File: config.mk
export PLATFORM = sky130hd
export DESIGN_NAME = timestamp_tolerant_lru_tag_cache_flat
export DESIGN_NICKNAME = d
export VERILOG_FILES = /design/src/rtl/core/ttlc_pkg.sv /design/src/rtl/core/ttlc_req_if.sv /design/src/rtl/core/ttlc_rsp_if.sv /design/src/rtl/core/timestamp_tolerant_lru_tag_cache.sv /design/src/rtl/core/ttlc_datapath.sv /design/src/rtl/core/ttlc_ctrl.sv /design/src/flat_wrapper.sv
export VERILOG_INCLUDE_DIRS = /design/src /design/src/rtl/core
export SDC_FILE = /design/constraint.sdc
export NUM_CORES = 2
export LEC_CHECK = 0
export ABC_CLOCK_PERIOD_IN_PS = 16950
export BUFFER_PORTS_ARGS = -buffer_cell sky130_fd_sc_hd__buf_2
export CORE_ASPECT_RATIO = 1.1
export CORE_UTILIZATION = 35
export CTS_BUF_LIST = sky130_fd_sc_hd__clkbuf_2
export DETAILED_ROUTE_END_ITERATION = 10
export PLACE_DENSITY_LB_ADDON = 0.1
export SLEW_MARGIN = 20
export SYNTH_ARGS = -nofsm -noshare
export SYNTH_HDL_FRONTEND = slang
export SYNTH_HIERARCHICAL = 1
export SYNTH_SLANG_ARGS = --single-unit
File: constraint.sdc
create_clock -name clk -period 16.95 [get_ports clk]
set_input_delay 0 -clock clk [delete_from_list [all_inputs] [get_ports clk]]
set_output_delay 0 -clock clk [all_outputs]
set_load 0.03 [all_outputs]
File: src/rtl/core/assert_macros.svh
// Assertion macros used by the tag cache sequencer.
`ifndef ASSERT_MACROS_SVH
`define ASSERT_MACROS_SVH
`ifndef NO_ASSERTIONS
`define TTLC_ASSERT_SAME(label, ante, cons, msg) \
    label: assert property (@(posedge clk) disable iff (!rst_n) (ante) |-> (cons)) \
        else $error(msg);
`define TTLC_ASSERT_NEXT(label, ante, cons, msg) \
    label: assert property (@(posedge clk) disable iff (!rst_n) (ante) |=> (cons)) \
        else $error(msg);
`else
`define TTLC_ASSERT_SAME(label, ante, cons, msg)
`define TTLC_ASSERT_NEXT(label, ante, cons, msg)
`endif
`endif

File: src/rtl/core/ttlc_pkg.sv
// Types and constants of the timestamp tolerant tag cache.
package ttlc_pkg;

    localparam int ID_W        = 32;
    localparam int TIME_W      = 32;
    localparam int TOL_W       = 16;
    localparam int REC_W       = 64;
    localparam int CNT_W       = 32;
    localparam int STATUS_W    = 3;
    localparam int SLOT_FIELD_W = 5;

    localparam logic [TOL_W-1:0] TOL_RESET       = 16'd1500;
    localparam logic [REC_W-1:0] USE_CLOCK_RESET = 64'd1;

    localparam logic CMD_LOOKUP = 1'b0;
    localparam logic CMD_STORE  = 1'b1;

    typedef enum logic [STATUS_W-1:0] {
        STAT_HIT       = 3'd0,
        STAT_MISS      = 3'd1,
        STAT_IGNORED   = 3'd2,
        STAT_REFRESHED = 3'd3,
        STAT_FILLED    = 3'd4,
        STAT_REPLACED  = 3'd5
    } status_t;

    typedef enum logic [1:0] {
        ST_IDLE,
        ST_SCAN,
        ST_FINISH
    } state_t;

    typedef struct packed {
        logic start;
        logic rd_en;
        logic finish;
    } dp_cmd_t;

endpackage

File: src/rtl/core/ttlc_req_if.sv
// Request channel: command, source identifier and frame time.
interface ttlc_req_if;
    import ttlc_pkg::*;

    logic              valid;
    logic              ready;
    logic              cmd;
    logic [ID_W-1:0]   source_id;
    logic [TIME_W-1:0] time_ms;

    modport source (output valid, cmd, source_id, time_ms, input ready);
    modport sink   (input valid, cmd, source_id, time_ms, output ready);
endinterface

File: src/rtl/core/ttlc_rsp_if.sv
// Response channel: status, slot, entry time and lookup counters.
interface ttlc_rsp_if;
    import ttlc_pkg::*;

    logic                    valid;
    logic                    ready;
    logic [STATUS_W-1:0]     status;
    logic [SLOT_FIELD_W-1:0] slot;
    logic [TIME_W-1:0]       entry_time_ms;
    logic [CNT_W-1:0]        hit_total;
    logic [CNT_W-1:0]        miss_total;

    modport source (output valid, status, slot, entry_time_ms, hit_total, miss_total,
                    input ready);
    modport sink   (input valid, status, slot, entry_time_ms, hit_total, miss_total,
                    output ready);
endinterface

File: src/rtl/core/timestamp_tolerant_lru_tag_cache.sv
// Top level of the timestamp tolerant LRU tag cache.
// Requests arrive on req (cmd, source_id, time_ms) and one response leaves on rsp
// for every request transfer (status, slot, entry_time_ms, hit_total, miss_total).
// A lookup finds the valid entry of the same source closest in time within the
// tolerance and stamps its recency; a store refreshes a close match, fills the
// first empty slot or replaces the least recently used one.
// The tolerance register is loaded through cfg_wr_en and cfg_wr_data; write it
// only while no request is in flight.
// From transfer to response a request passes the scan and finish states: the tag
// memory has one read port, so the scan reads one slot per cycle, then drains the
// last read, and the finish state writes back and loads the response register.
// A new request is taken only in the idle state after the previous one is finished,
// so the cache does not take a new request before it is through with the last one.
// If rsp stalls, the finished response waits in its register while the next request
// is taken and scanned; that request then holds before write back until rsp drains.
// Reset clears all valid bits, both counters, sets the use clock to one and loads
// the tolerance with 1500 ms; no clearing pass is needed.
module timestamp_tolerant_lru_tag_cache #(
    parameter int SLOTS = 32
) (
    input  logic                       clk,
    input  logic                       rst_n,
    ttlc_req_if.sink                   req,
    ttlc_rsp_if.source                 rsp,
    input  logic                       cfg_wr_en,
    input  logic [ttlc_pkg::TOL_W-1:0] cfg_wr_data
);
    import ttlc_pkg::*;

    localparam int IDX_W = $clog2(SLOTS);

    dp_cmd_t          dp_cmd;
    logic [IDX_W-1:0] rd_addr;

    ttlc_ctrl #(
        .SLOTS (SLOTS),
        .IDX_W (IDX_W)
    ) u_ctrl (
        .clk       (clk),
        .rst_n     (rst_n),
        .in_valid  (req.valid),
        .in_ready  (req.ready),
        .out_valid (rsp.valid),
        .out_ready (rsp.ready),
        .cmd       (dp_cmd),
        .rd_addr   (rd_addr)
    );

    ttlc_datapath #(
        .SLOTS (SLOTS),
        .IDX_W (IDX_W)
    ) u_datapath (
        .clk           (clk),
        .rst_n         (rst_n),
        .cmd           (dp_cmd),
        .rd_addr       (rd_addr),
        .cfg_wr_en     (cfg_wr_en),
        .cfg_wr_data   (cfg_wr_data),
        .in_cmd        (req.cmd),
        .in_source_id  (req.source_id),
        .in_time_ms    (req.time_ms),
        .status        (rsp.status),
        .slot          (rsp.slot),
        .entry_time_ms (rsp.entry_time_ms),
        .hit_total     (rsp.hit_total),
        .miss_total    (rsp.miss_total)
    );

endmodule

File: src/rtl/core/ttlc_datapath.sv
// Tag memory, scan trackers, counters and response register of the tag cache.
module ttlc_datapath #(
    parameter int SLOTS = 32,
    parameter int IDX_W = 5
) (
    input  logic                             clk,
    input  logic                             rst_n,
    input  ttlc_pkg::dp_cmd_t                cmd,
    input  logic [IDX_W-1:0]                 rd_addr,
    input  logic                             cfg_wr_en,
    input  logic [ttlc_pkg::TOL_W-1:0]       cfg_wr_data,
    input  logic                             in_cmd,
    input  logic [ttlc_pkg::ID_W-1:0]        in_source_id,
    input  logic [ttlc_pkg::TIME_W-1:0]      in_time_ms,
    output logic [ttlc_pkg::STATUS_W-1:0]    status,
    output logic [ttlc_pkg::SLOT_FIELD_W-1:0] slot,
    output logic [ttlc_pkg::TIME_W-1:0]      entry_time_ms,
    output logic [ttlc_pkg::CNT_W-1:0]       hit_total,
    output logic [ttlc_pkg::CNT_W-1:0]       miss_total
);
    import ttlc_pkg::*;

    logic [ID_W-1:0]   src_mem [SLOTS];
    logic [TIME_W-1:0] time_mem [SLOTS];
    logic [REC_W-1:0]  rec_mem [SLOTS];

    logic [SLOTS-1:0]  valid_reg, valid_next;
    logic [TOL_W-1:0]  tol_reg;
    logic [REC_W-1:0]  use_clock_reg, use_clock_next;
    logic [CNT_W-1:0]  hit_reg, hit_next;
    logic [CNT_W-1:0]  miss_reg, miss_next;

    logic              req_cmd_reg;
    logic [ID_W-1:0]   req_id_reg;
    logic [TIME_W-1:0] req_time_reg;

    logic              eval_en_reg;
    logic [IDX_W-1:0]  eval_idx_reg;
    logic [ID_W-1:0]   rd_src_reg;
    logic [TIME_W-1:0] rd_time_reg;
    logic [REC_W-1:0]  rd_rec_reg;

    logic              best_found_reg;
    logic [IDX_W-1:0]  best_idx_reg;
    logic [TIME_W-1:0] best_dist_reg;
    logic [TIME_W-1:0] best_time_reg;
    logic              match_found_reg;
    logic [IDX_W-1:0]  match_idx_reg;
    logic              inv_found_reg;
    logic [IDX_W-1:0]  inv_idx_reg;
    logic [IDX_W-1:0]  lru_idx_reg;
    logic [REC_W-1:0]  lru_rec_reg;

    status_t           status_reg, status_next;
    logic [SLOT_FIELD_W-1:0] slot_reg, slot_next;
    logic [TIME_W-1:0] etime_reg, etime_next;

    logic [TIME_W-1:0] cur_gap;
    logic              near;
    logic              id_zero;
    logic              wr_en;
    logic [IDX_W-1:0]  dest_idx;
    logic [TIME_W-1:0] wr_time;
    logic [IDX_W+SLOT_FIELD_W-1:0] dest_ext;

    always_comb
    begin
        cur_gap = (rd_time_reg >= req_time_reg) ? (rd_time_reg - req_time_reg)
                                                : (req_time_reg - rd_time_reg);
        near = valid_reg[eval_idx_reg] && (rd_src_reg == req_id_reg)
               && (cur_gap <= {{(TIME_W-TOL_W){1'b0}}, tol_reg});
    end

    // Decide the outcome once the scan is complete.
    always_comb
    begin
        id_zero        = (req_id_reg == '0);
        wr_en          = 1'b0;
        dest_idx       = '0;
        wr_time        = req_time_reg;
        status_next    = STAT_IGNORED;
        etime_next     = '0;
        use_clock_next = use_clock_reg;
        hit_next       = hit_reg;
        miss_next      = miss_reg;
        valid_next     = valid_reg;
        if (!id_zero)
        begin
            if (req_cmd_reg == CMD_LOOKUP)
            begin
                if (best_found_reg)
                begin
                    wr_en          = 1'b1;
                    dest_idx       = best_idx_reg;
                    wr_time        = best_time_reg;
                    status_next    = STAT_HIT;
                    etime_next     = best_time_reg;
                    use_clock_next = use_clock_reg + 1'b1;
                    hit_next       = hit_reg + 1'b1;
                end
                else
                begin
                    status_next = STAT_MISS;
                    miss_next   = miss_reg + 1'b1;
                end
            end
            else
            begin
                wr_en          = 1'b1;
                etime_next     = req_time_reg;
                use_clock_next = use_clock_reg + 1'b1;
                if (match_found_reg)
                begin
                    dest_idx    = match_idx_reg;
                    status_next = STAT_REFRESHED;
                end
                else if (inv_found_reg)
                begin
                    dest_idx    = inv_idx_reg;
                    status_next = STAT_FILLED;
                end
                else
                begin
                    dest_idx    = lru_idx_reg;
                    status_next = STAT_REPLACED;
                end
            end
        end
        if (wr_en)
        begin
            valid_next[dest_idx] = 1'b1;
        end
        dest_ext  = {{SLOT_FIELD_W{1'b0}}, dest_idx};
        slot_next = wr_en ? dest_ext[SLOT_FIELD_W-1:0] : '0;
    end

    always_ff @(posedge clk)
    begin
        if (cmd.finish && wr_en)
        begin
            src_mem[dest_idx]  <= req_id_reg;
            time_mem[dest_idx] <= wr_time;
            rec_mem[dest_idx]  <= use_clock_reg;
        end
        if (cmd.rd_en)
        begin
            rd_src_reg  <= src_mem[rd_addr];
            rd_time_reg <= time_mem[rd_addr];
            rd_rec_reg  <= rec_mem[rd_addr];
        end
    end

    always_ff @(posedge clk)
    begin
        if (cmd.start)
        begin
            req_cmd_reg  <= in_cmd;
            req_id_reg   <= in_source_id;
            req_time_reg <= in_time_ms;
        end
        eval_idx_reg <= rd_addr;
        if (eval_en_reg)
        begin
            if (near && (!best_found_reg || cur_gap < best_dist_reg))
            begin
                best_idx_reg  <= eval_idx_reg;
                best_dist_reg <= cur_gap;
                best_time_reg <= rd_time_reg;
            end
            if (near && !match_found_reg)
            begin
                match_idx_reg <= eval_idx_reg;
            end
            if (!valid_reg[eval_idx_reg] && !inv_found_reg)
            begin
                inv_idx_reg <= eval_idx_reg;
            end
            if (eval_idx_reg == '0 || rd_rec_reg < lru_rec_reg)
            begin
                lru_idx_reg <= eval_idx_reg;
                lru_rec_reg <= rd_rec_reg;
            end
        end
        if (cmd.finish)
        begin
            status_reg <= status_next;
            slot_reg   <= slot_next;
            etime_reg  <= etime_next;
        end
    end

    always_ff @(posedge clk or negedge rst_n)
    begin
        if (!rst_n)
        begin
            valid_reg       <= '0;
            tol_reg         <= TOL_RESET;
            use_clock_reg   <= USE_CLOCK_RESET;
            hit_reg         <= '0;
            miss_reg        <= '0;
            eval_en_reg     <= 1'b0;
            best_found_reg  <= 1'b0;
            match_found_reg <= 1'b0;
            inv_found_reg   <= 1'b0;
        end
        else
        begin
            eval_en_reg <= cmd.rd_en;
            if (cfg_wr_en)
            begin
                tol_reg <= cfg_wr_data;
            end
            if (cmd.start)
            begin
                best_found_reg  <= 1'b0;
                match_found_reg <= 1'b0;
                inv_found_reg   <= 1'b0;
            end
            else if (eval_en_reg)
            begin
                if (near)
                begin
                    best_found_reg  <= 1'b1;
                    match_found_reg <= 1'b1;
                end
                if (!valid_reg[eval_idx_reg])
                begin
                    inv_found_reg <= 1'b1;
                end
            end
            if (cmd.finish)
            begin
                valid_reg     <= valid_next;
                use_clock_reg <= use_clock_next;
                hit_reg       <= hit_next;
                miss_reg      <= miss_next;
            end
        end
    end

    assign status        = status_reg;
    assign slot          = slot_reg;
    assign entry_time_ms = etime_reg;
    assign hit_total     = hit_reg;
    assign miss_total    = miss_reg;

endmodule

File: src/rtl/core/ttlc_ctrl.sv
// Sequencer of the tag cache: accept, scan every slot, finish into the response register.
`include "assert_macros.svh"
module ttlc_ctrl #(
    parameter int SLOTS = 32,
    parameter int IDX_W = 5
) (
    input  logic              clk,
    input  logic              rst_n,
    input  logic              in_valid,
    output logic              in_ready,
    output logic              out_valid,
    input  logic              out_ready,
    output ttlc_pkg::dp_cmd_t cmd,
    output logic [IDX_W-1:0]  rd_addr
);
    import ttlc_pkg::*;

    localparam logic [IDX_W:0] SCAN_END = (IDX_W+1)'(SLOTS);

    state_t           state_reg, state_next;
    logic [IDX_W:0]   cnt_reg, cnt_next;
    logic             out_valid_reg, out_valid_next;

    always_ff @(posedge clk or negedge rst_n)
    begin
        if (!rst_n)
        begin
            state_reg     <= ST_IDLE;
            cnt_reg       <= '0;
            out_valid_reg <= 1'b0;
        end
        else
        begin
            state_reg     <= state_next;
            cnt_reg       <= cnt_next;
            out_valid_reg <= out_valid_next;
        end
    end

    always_comb
    begin
        state_next = state_reg;
        cnt_next   = cnt_reg;
        in_ready   = 1'b0;
        cmd        = '0;
        unique case (state_reg)
            ST_IDLE:
            begin
                in_ready  = 1'b1;
                cmd.start = in_valid;
                cnt_next  = '0;
                if (in_valid)
                begin
                    state_next = ST_SCAN;
                end
            end
            ST_SCAN:
            begin
                // Read data is registered before evaluation; a last step drains it.
                cmd.rd_en = (cnt_reg < SCAN_END);
                cnt_next  = cnt_reg + 1'b1;
                if (cnt_reg == SCAN_END)
                begin
                    state_next = ST_FINISH;
                end
            end
            ST_FINISH:
            begin
                cmd.finish = !out_valid_reg || out_ready;
                if (cmd.finish)
                begin
                    state_next = ST_IDLE;
                end
            end
            default:
            begin
                state_next = ST_IDLE;
            end
        endcase
        if (cmd.finish)
        begin
            out_valid_next = 1'b1;
        end
        else if (out_ready)
        begin
            out_valid_next = 1'b0;
        end
        else
        begin
            out_valid_next = out_valid_reg;
        end
    end

    assign rd_addr   = cnt_reg[IDX_W-1:0];
    assign out_valid = out_valid_reg;

    `TTLC_ASSERT_SAME(a_finish_room, cmd.finish, !out_valid_reg || out_ready, "finish with response register full")
    `TTLC_ASSERT_NEXT(a_finish_valid, cmd.finish, out_valid_reg, "response not presented after finish")
    `TTLC_ASSERT_NEXT(a_start_scan, cmd.start, state_reg == ST_SCAN && cnt_reg == '0, "scan did not begin after transfer")
    `TTLC_ASSERT_SAME(a_read_in_scan, cmd.rd_en, state_reg == ST_SCAN && !cmd.start && !cmd.finish, "read outside scan")

endmodule

File: src/flat_wrapper.sv
// flat-port wrapper written by rule: the top's interface ports become plain ports
module timestamp_tolerant_lru_tag_cache_flat import ttlc_pkg::*;
#(
    parameter int SLOTS = 32
)
  (clk, rst_n, cfg_wr_en, cfg_wr_data, req_valid, req_cmd, req_source_id, req_time_ms, req_ready, rsp_valid, rsp_status, rsp_slot, rsp_entry_time_ms, rsp_hit_total, rsp_miss_total, rsp_ready);
  ttlc_req_if req_i ();
  ttlc_rsp_if rsp_i ();
  input  logic clk;
  input  logic rst_n;
  input  logic cfg_wr_en;
  input  logic [ttlc_pkg::TOL_W-1:0] cfg_wr_data;
  input wire logic [$bits(req_i.valid)-1:0] req_valid;
  input wire logic [$bits(req_i.cmd)-1:0] req_cmd;
  input wire logic [$bits(req_i.source_id)-1:0] req_source_id;
  input wire logic [$bits(req_i.time_ms)-1:0] req_time_ms;
  output wire logic [$bits(req_i.ready)-1:0] req_ready;
  output wire logic [$bits(rsp_i.valid)-1:0] rsp_valid;
  output wire logic [$bits(rsp_i.status)-1:0] rsp_status;
  output wire logic [$bits(rsp_i.slot)-1:0] rsp_slot;
  output wire logic [$bits(rsp_i.entry_time_ms)-1:0] rsp_entry_time_ms;
  output wire logic [$bits(rsp_i.hit_total)-1:0] rsp_hit_total;
  output wire logic [$bits(rsp_i.miss_total)-1:0] rsp_miss_total;
  input wire logic [$bits(rsp_i.ready)-1:0] rsp_ready;
  assign req_i.valid = req_valid;
  assign req_i.cmd = req_cmd;
  assign req_i.source_id = req_source_id;
  assign req_i.time_ms = req_time_ms;
  assign req_ready = req_i.ready;
  assign rsp_valid = rsp_i.valid;
  assign rsp_status = rsp_i.status;
  assign rsp_slot = rsp_i.slot;
  assign rsp_entry_time_ms = rsp_i.entry_time_ms;
  assign rsp_hit_total = rsp_i.hit_total;
  assign rsp_miss_total = rsp_i.miss_total;
  assign rsp_i.ready = rsp_ready;
  timestamp_tolerant_lru_tag_cache #(.SLOTS(SLOTS)) u_core (.clk(clk), .rst_n(rst_n), .req(req_i), .rsp(rsp_i), .cfg_wr_en(cfg_wr_en), .cfg_wr_data(cfg_wr_data));
endmodule
# Word level (Yosys, flattened, before mapping)

Memory sizes are Yosys's and may differ from the RTL's. A register that Yosys moved wholly into a read port is not among the register bits.
Cells that the tools add are included.

Register bits after elaboration: 446
Latch bits: 0
RAM bits: 4096
Bits in read-only memories: 0
Output and inout port bits: 106
Memories: 3

Memory list:

| name                       | depth | bits a word | rd ports | clocked after Yosys merged registers in | write ports | line                | RTL |
|---|---|---|---|---|---|---|---|
| u_core.u_datapath.rec_mem  | 32    | 64          | 1        | 1                                       | 1           | ttlc_datapath.sv:25 | `logic [REC_W-1:0] rec_mem [SLOTS];` |
| u_core.u_datapath.src_mem  | 32    | 32          | 1        | 1                                       | 1           | ttlc_datapath.sv:23 | `logic [ID_W-1:0] src_mem [SLOTS];` |
| u_core.u_datapath.time_mem | 32    | 32          | 1        | 1                                       | 1           | ttlc_datapath.sv:24 | `logic [TIME_W-1:0] time_mem [SLOTS];` |

Add/subtract/negate cells: 6
Multipliers: 0
Div/mod/pow operators: 0
Magnitude comparators: 8
Equality and inequality tests: 8
Shift-type cells: 0
Multiplexer cells: 43
Bitwise logic cells: 4
Reductions and logical operators: 33

Operators by type and width:

| kind                    | number |
|---|---|
| $mux W32                | 6 |
| $mux W64                | 2 |
| $add A32 B1 Y32 const B | 2 |
| $add A64 B1 Y64 const B | 1 |
| $lt A64 B64 Y1          | 1 |
| $sub A32 B32 Y32        | 2 |
| $eq A32 B32 Y1          | 1 |
| $ge A32 B32 Y1          | 1 |
| $le A32 B16 Y1          | 1 |
| $logic_not A32 Y1       | 1 |
| $lt A32 B32 Y1          | 1 |
| $or A32 B32 Y32         | 1 |
| $mux W5                 | 5 |
| $mux W1                 | 21 |
| $reduce_and A2 Y1       | 7 |
| $lt A5 B6 Y1 const B    | 2 |
| $pmux W6 S2             | 1 |
| $reduce_bool A2 Y1      | 5 |
| $reduce_and A4 Y1       | 2 |
| $logic_and A1 B1 Y1     | 7 |
| $add A6 B1 Y6 const B   | 1 |
| $eq A6 B6 Y1 const B    | 1 |
| $lt A6 B6 Y1 const B    | 1 |
| $mux W2                 | 3 |
| 15 further kinds        | 26 |

# Depth between registers and ports, before layout

Depth in word-level cells: 9
Depth in mapped cells: 26

# Cells and area by module

Netlist, hierarchy kept.

By module, submodules not included:

| module        | instances | cells an instance | area each (µm²) |
|---|---|---|---|
| ttlc_datapath | 1         | 8101              | 181611.7 |
| ttlc_ctrl     | 1         | 54                | 513.0 |

# Worst setup path before layout

No wires, ideal clock.

Kind: reg-to-reg
Start: register u_core.u_datapath.req_time_reg[11]
End: register u_core.u_datapath.best_dist_reg[0] (enable)
Setup time: 0.668 ns
Arrival time: 11.087 ns
Required time: 16.282 ns
Path slack: 5.195 ns
Stages on the path, launching flop included: 26
Clock period less this slack: 11.755 ns
Cells stage by stage: edfxtp_1 inv_1 ha_1 buf_2 nand2_1 o21ai_0 a21oi_1 a211o_1 buf_2 nand2_2 clkbuf_1 buf_1 a21oi_1 a21oi_1 xor2_1 ha_1 a21o_1 a21oi_1 o21ai_0 a21oi_1 nor2_1 o21ai_0 nand3_1 nor4_1 nand4b_1 nor4bb_1

Cells in the longest elaborated chain, start to end: 6
Elaborated cells on any way between the ends: 10

RTL lines:

| what                                                             | line                                      | RTL |
|---|---|---|
| start, declared                                                  | ttlc_datapath.sv:35                       | `logic [TIME_W-1:0] req_time_reg;` |
| start signal, assigned                                           | ttlc_datapath.sv:159                      | `req_time_reg <= in_time_ms;` |
| $ge A32 B32 Y1 (*)                                               | ttlc_datapath.sv:68                       | `cur_gap = (rd_time_reg >= req_time_reg) ? (rd_time_reg - req_time_reg)` |
| $mux W32 (*)                                                     | ttlc_datapath.sv:68                       |  |
| via u_core.u_datapath.cur_gap[9]                                 | ttlc_datapath.sv:58                       | `logic [TIME_W-1:0] cur_gap;` |
| $le A32 B16 Y1 / $lt A32 B32 Y1 (equally long branches)          | ttlc_datapath.sv:71, ttlc_datapath.sv:164 |  |
| $logic_and A1 B1 Y1 / $logic_or A1 B1 Y1 (equally long branches) | ttlc_datapath.sv:71, ttlc_datapath.sv:164 |  |
| $logic_and A1 B1 Y1 (*)                                          | ttlc_datapath.sv:164                      | `if (near && (!best_found_reg \|\| cur_gap < best_dist_reg))` |
| $reduce_and A2 Y1 (no source line) (*)                           | --                                        |  |
| end signal, assigned                                             | ttlc_datapath.sv:167                      | `best_dist_reg <= cur_gap;` |
| end, declared                                                    | ttlc_datapath.sv:45                       | `logic [TIME_W-1:0] best_dist_reg;` |

The timed path passes the listed nets; every way through them passes the cells marked *.
A chain may end at the register's enable or synchronous reset.

# Worst setup path in the final report

Start: register u_core.u_datapath.req_id_reg[0]
End: memory u_core.u_datapath.src_mem[24][20] (enable)

Cells in the longest elaborated chain, start to end: 5
Elaborated cells on any way between the ends: 6

RTL lines:

| what                          | line                 | RTL |
|---|---|---|
| start, declared               | ttlc_datapath.sv:34  | `logic [ID_W-1:0] req_id_reg;` |
| start signal, assigned        | ttlc_datapath.sv:158 | `req_id_reg <= in_source_id;` |
| $logic_not A32 Y1 (*)         | ttlc_datapath.sv:77  | `id_zero = (req_id_reg == '0);` |
| $mux W1                       | ttlc_datapath.sv:87  | `if (!id_zero)` |
| $logic_and A1 B1 Y1           | ttlc_datapath.sv:139 | `if (cmd.finish && wr_en)` |
| $mux W1                       | ttlc_datapath.sv:139 |  |
| $mux W1 (not written as such) | ttlc_datapath.sv:141 | `src_mem[dest_idx] <= req_id_reg;` |
| end, declared                 | ttlc_datapath.sv:23  |  |

Mark *: on every way between the ends. The rest lies on a longest branch, timed or not.

==> metrics <==
top-area cell type share of the netlist area=0.738; DRC Markers=0; dominant synthesized flop cell=edfxtp_1; Synth-to-Final Area Change=14.0%; Layout Nets=10.2k; combinational share of power=0.272; Via density=5.27; Hold Buf Count CTS=430; Fin. Hold Viols=0; CTS Buffer Depth=5; fillcell total=47.0k; Die Y-Extent=759 um; Slew headroom=0.160; outcome=complete, no violations; vias in the first global route=99.4k; switching share of total power=0.323; first-pass GRT wire length=759,000 um; Initial Util=0.352; clk sink count=4,670; core footprint=518,000 um2; Fmax achieved=121 MHz; fin. max-slew vios=0; Clk Latency, worst-skew pair=2.43 ns; post-synthesis sequential area ratio=0.765; worst hold endpoint=u_core/u_datapath/lru_rec_reg[30]; die area=523,000 um2; area of the multi-input gates=41,000 um2; most common cell in the netlist=edfxtp_1; Hold WC Path Type=reg -> reg; routability congestion estimate=0.809; H-Tree Depth=7; Synth area leaders=edfxtp_1, mux4_2, dfrtp_1; Chip Width=690 um; Synth Net Count=8,421; Clock Pin Slew Worst Setup and Hold Paths=0.10 ns; Critical Path Source Type=register; sequential power share=0.466; root buf cell=clkbuf_2; post-CTS sizing=0; Pwr Density=139 nW/um2; most common library cells after synthesis=edfxtp_1, mux4_2, clkbuf_1; initial DRC count=8,191; Post-synth EDFFs=4,477; drt pass-1 iters=6; Top cell by count, worst path=buf_4; r2r endpoint=u_core/u_datapath/src_mem[24][20]; critical path capture point type=register; Detail Placement HPWL=283,000 um; # setup viols final=0; largest reg by FF count=u_core/u_datapath/rec_mem; Clock Power Share=0.262; Buf/Inv on CP=3; worst-margin pin slew=1.25 ns; vias=92.8k; Netlist Area Pre-Place=182,000 um2; Hold Path Cell Cnt=0; reg-to-reg slack, setup=8.66 ns; area leader, netlist=edfxtp_1; number of port buffers=191; initial antenna violation count=30; grt ovf=0; share of cells above drive strength 1=0.363; CP max FO=34; Register Area=139,000 um2; Total Routing Usage GR=0.209; biggest cell delay along the critical path=1.07 ns; # Max-Cap Violations=0; Syn Inst Count=8,155; sum of negative setup slack=0 ns; P_sw=0.00931 W; Unique masters post-synth=80; period utilisation layout=0.489; row count=277; worst vdd ir=0.178 mV; Total Wirelength=543,000 um; arrival time at the worst endpoint=10.22 ns; hold path startpoint=u_core/u_datapath/rd_rec_reg[30]; CP Class=reg -> reg; drt wl/cell=30.8 um; Clock Skews=0.257 ns; R2R depth=9; reg2reg start=u_core/u_datapath/req_id_reg[0]; Lkg Pwr=72.5 nW; Setup Fix Bufs, Post-CTS=0; syn avg cell area=22.3 um2; TritonCTS clock tree=built; CP max-delay cell=nor4_1; crit-path cells=nor4_1 -> nand4_1 -> nor2_2 -> a21oi_1 -> nand3b_1 -> nor2_4 -> buf_4 -> buf_4 -> buf_4; Warnings, synthesis=6; largest net degree at the start of global routing=119; cell-internal power=0.0195 W; FF+latch count, synth=4,670; Fin Hold WS=0.426 ns; RSZ-0062 raised after global routing=no; antenna-violating nets left=0; Async SR Flop Fraction=0.0403; CTS Buf Count=1,286; Top-Level Pins=192; CP required=18.88 ns; max FFs per register=2,048; top flop regs=u_core/u_datapath/rec_mem: 2048 flops, u_core/u_datapath/src_mem: 1024 flops, u_core/u_datapath/time_mem: 1024 flops; CP delay by family, top=simple AND/OR/NAND/NOR gates; Tmin final=8.29 ns
per-layer routing:
metal | vias to the layer above | global-route usage | part of all wire
li1 | 38450 | - | -
met1 | 50326 | 0.278 | 0.43
met2 | 3291 | 0.342 | 0.49
met3 | 742 | 0.0482 | 0.057
met4 | 0 | 0.0641 | 0.021
met5 | - | 0 | 0
cells in the final DEF, fill, tap and decap left out, drive strengths merged, types with 9 or more instances in the layout:
cell type    instances
or3                 13
a21o                83
o211ai              11
clkbuf            1831
mux2i               19
diode               31
nand2              205
inv                230
dlygate4sd3        427
a21oi              117
nand3               74
mux2               132
clkinv             230
nor3                33
dfrtp              180
nand4               70
nor4                21
and4                13
a211oi              14
nor2               137
xnor2              120
xor2                63
edfxtp            4477
nand2b              17
buf                433
mux4              1288
or2                 35
ha                 178
and3                25
o31ai                9
nor2b               22
o21ai              119
per-stage QoR:
step	instance area, um2	std cells	setup slack (ns)	power [W]	utilization
6_report	208000	17611	8.66	0.0288	0.401
5_1_grt	208000	17603	8.37	0.0304	0.401
4_1_cts	207000	17579	8.52	0.0294	0.401
3_5_place_dp	193000	15059	8.60	0.0217	0.372
3_3_place_gp	193000	15057	8.72	0.0217	0.372
2_1_floorplan	182000	8155	5.20	0.0191	-
worst reg2reg max path, stage by stage, from the launching register on:
cell and delay, ns:
edfxtp_1 0.82, nor4_1 1.08, nand4_1 0.94, nor2_2 0.89
a21oi_1 0.21, nand3b_1 0.78, nor2_4 1.01, buf_4 0.74
buf_4 0.76, buf_4 0.59
area by class of cell:
cell class | count | share of cell area
Multi-Input combinational cell | 2918 | 0.198
Antenna cell | 31 | 0.000374
Inverter | 207 | 0.00374
Tap cell | 6835 | 0.0412
Timing Repair Buffer | 860 | 0.0362
Sequential cell | 4670 | 0.671
Clock inverter | 259 | 0.00560
Clock buffer | 1831 | 0.0441
power by group through the flow:
stage                     clock, W  combinational, W  sequential, W
final                      0.00755           0.00786         0.0134
after global routing       0.00846           0.00849         0.0135
after CTS                  0.00790           0.00807         0.0135
after detailed placement         0           0.00795         0.0137
after global placement           0           0.00799         0.0137
after floorplan                  0           0.00551         0.0136
kinds of logic after synthesis:
family          after synthesis  share of synthesized area
compound gates              415                     0.0141
xor+xnor                    183                    0.00880
fa+ha+maj                   180                     0.0124
buf+inv                     567                     0.0120
flops                      4670                      0.765
mux                        1439                      0.168
simple gates                701                     0.0195
worst max-delay path by stage:
stage / slack [ns] / end / startpoint / depth (start not counted)
final: 8.66 / u_core/u_datapath/src_mem[24][20] / u_core/u_datapath/req_id_reg[0] / 9
after CTS: 8.52 / u_core/u_datapath/src_mem[24][26] / u_core/u_datapath/req_id_reg[0] / 9
after global placement: 8.72 / u_core/u_datapath/src_mem[24][27] / u_core/u_datapath/req_id_reg[0] / 9
after floorplan: 5.20 / u_core/u_datapath/best_dist_reg[0] / u_core/u_datapath/req_time_reg[11] / 25
after detailed placement: 8.60 / u_core/u_datapath/src_mem[24][27] / u_core/u_datapath/req_id_reg[0] / 9
after global routing: 8.37 / u_core/u_datapath/src_mem[24][19] / u_core/u_datapath/req_id_reg[0] / 9
No activity file was read; power rests on OpenSTA's default activity.
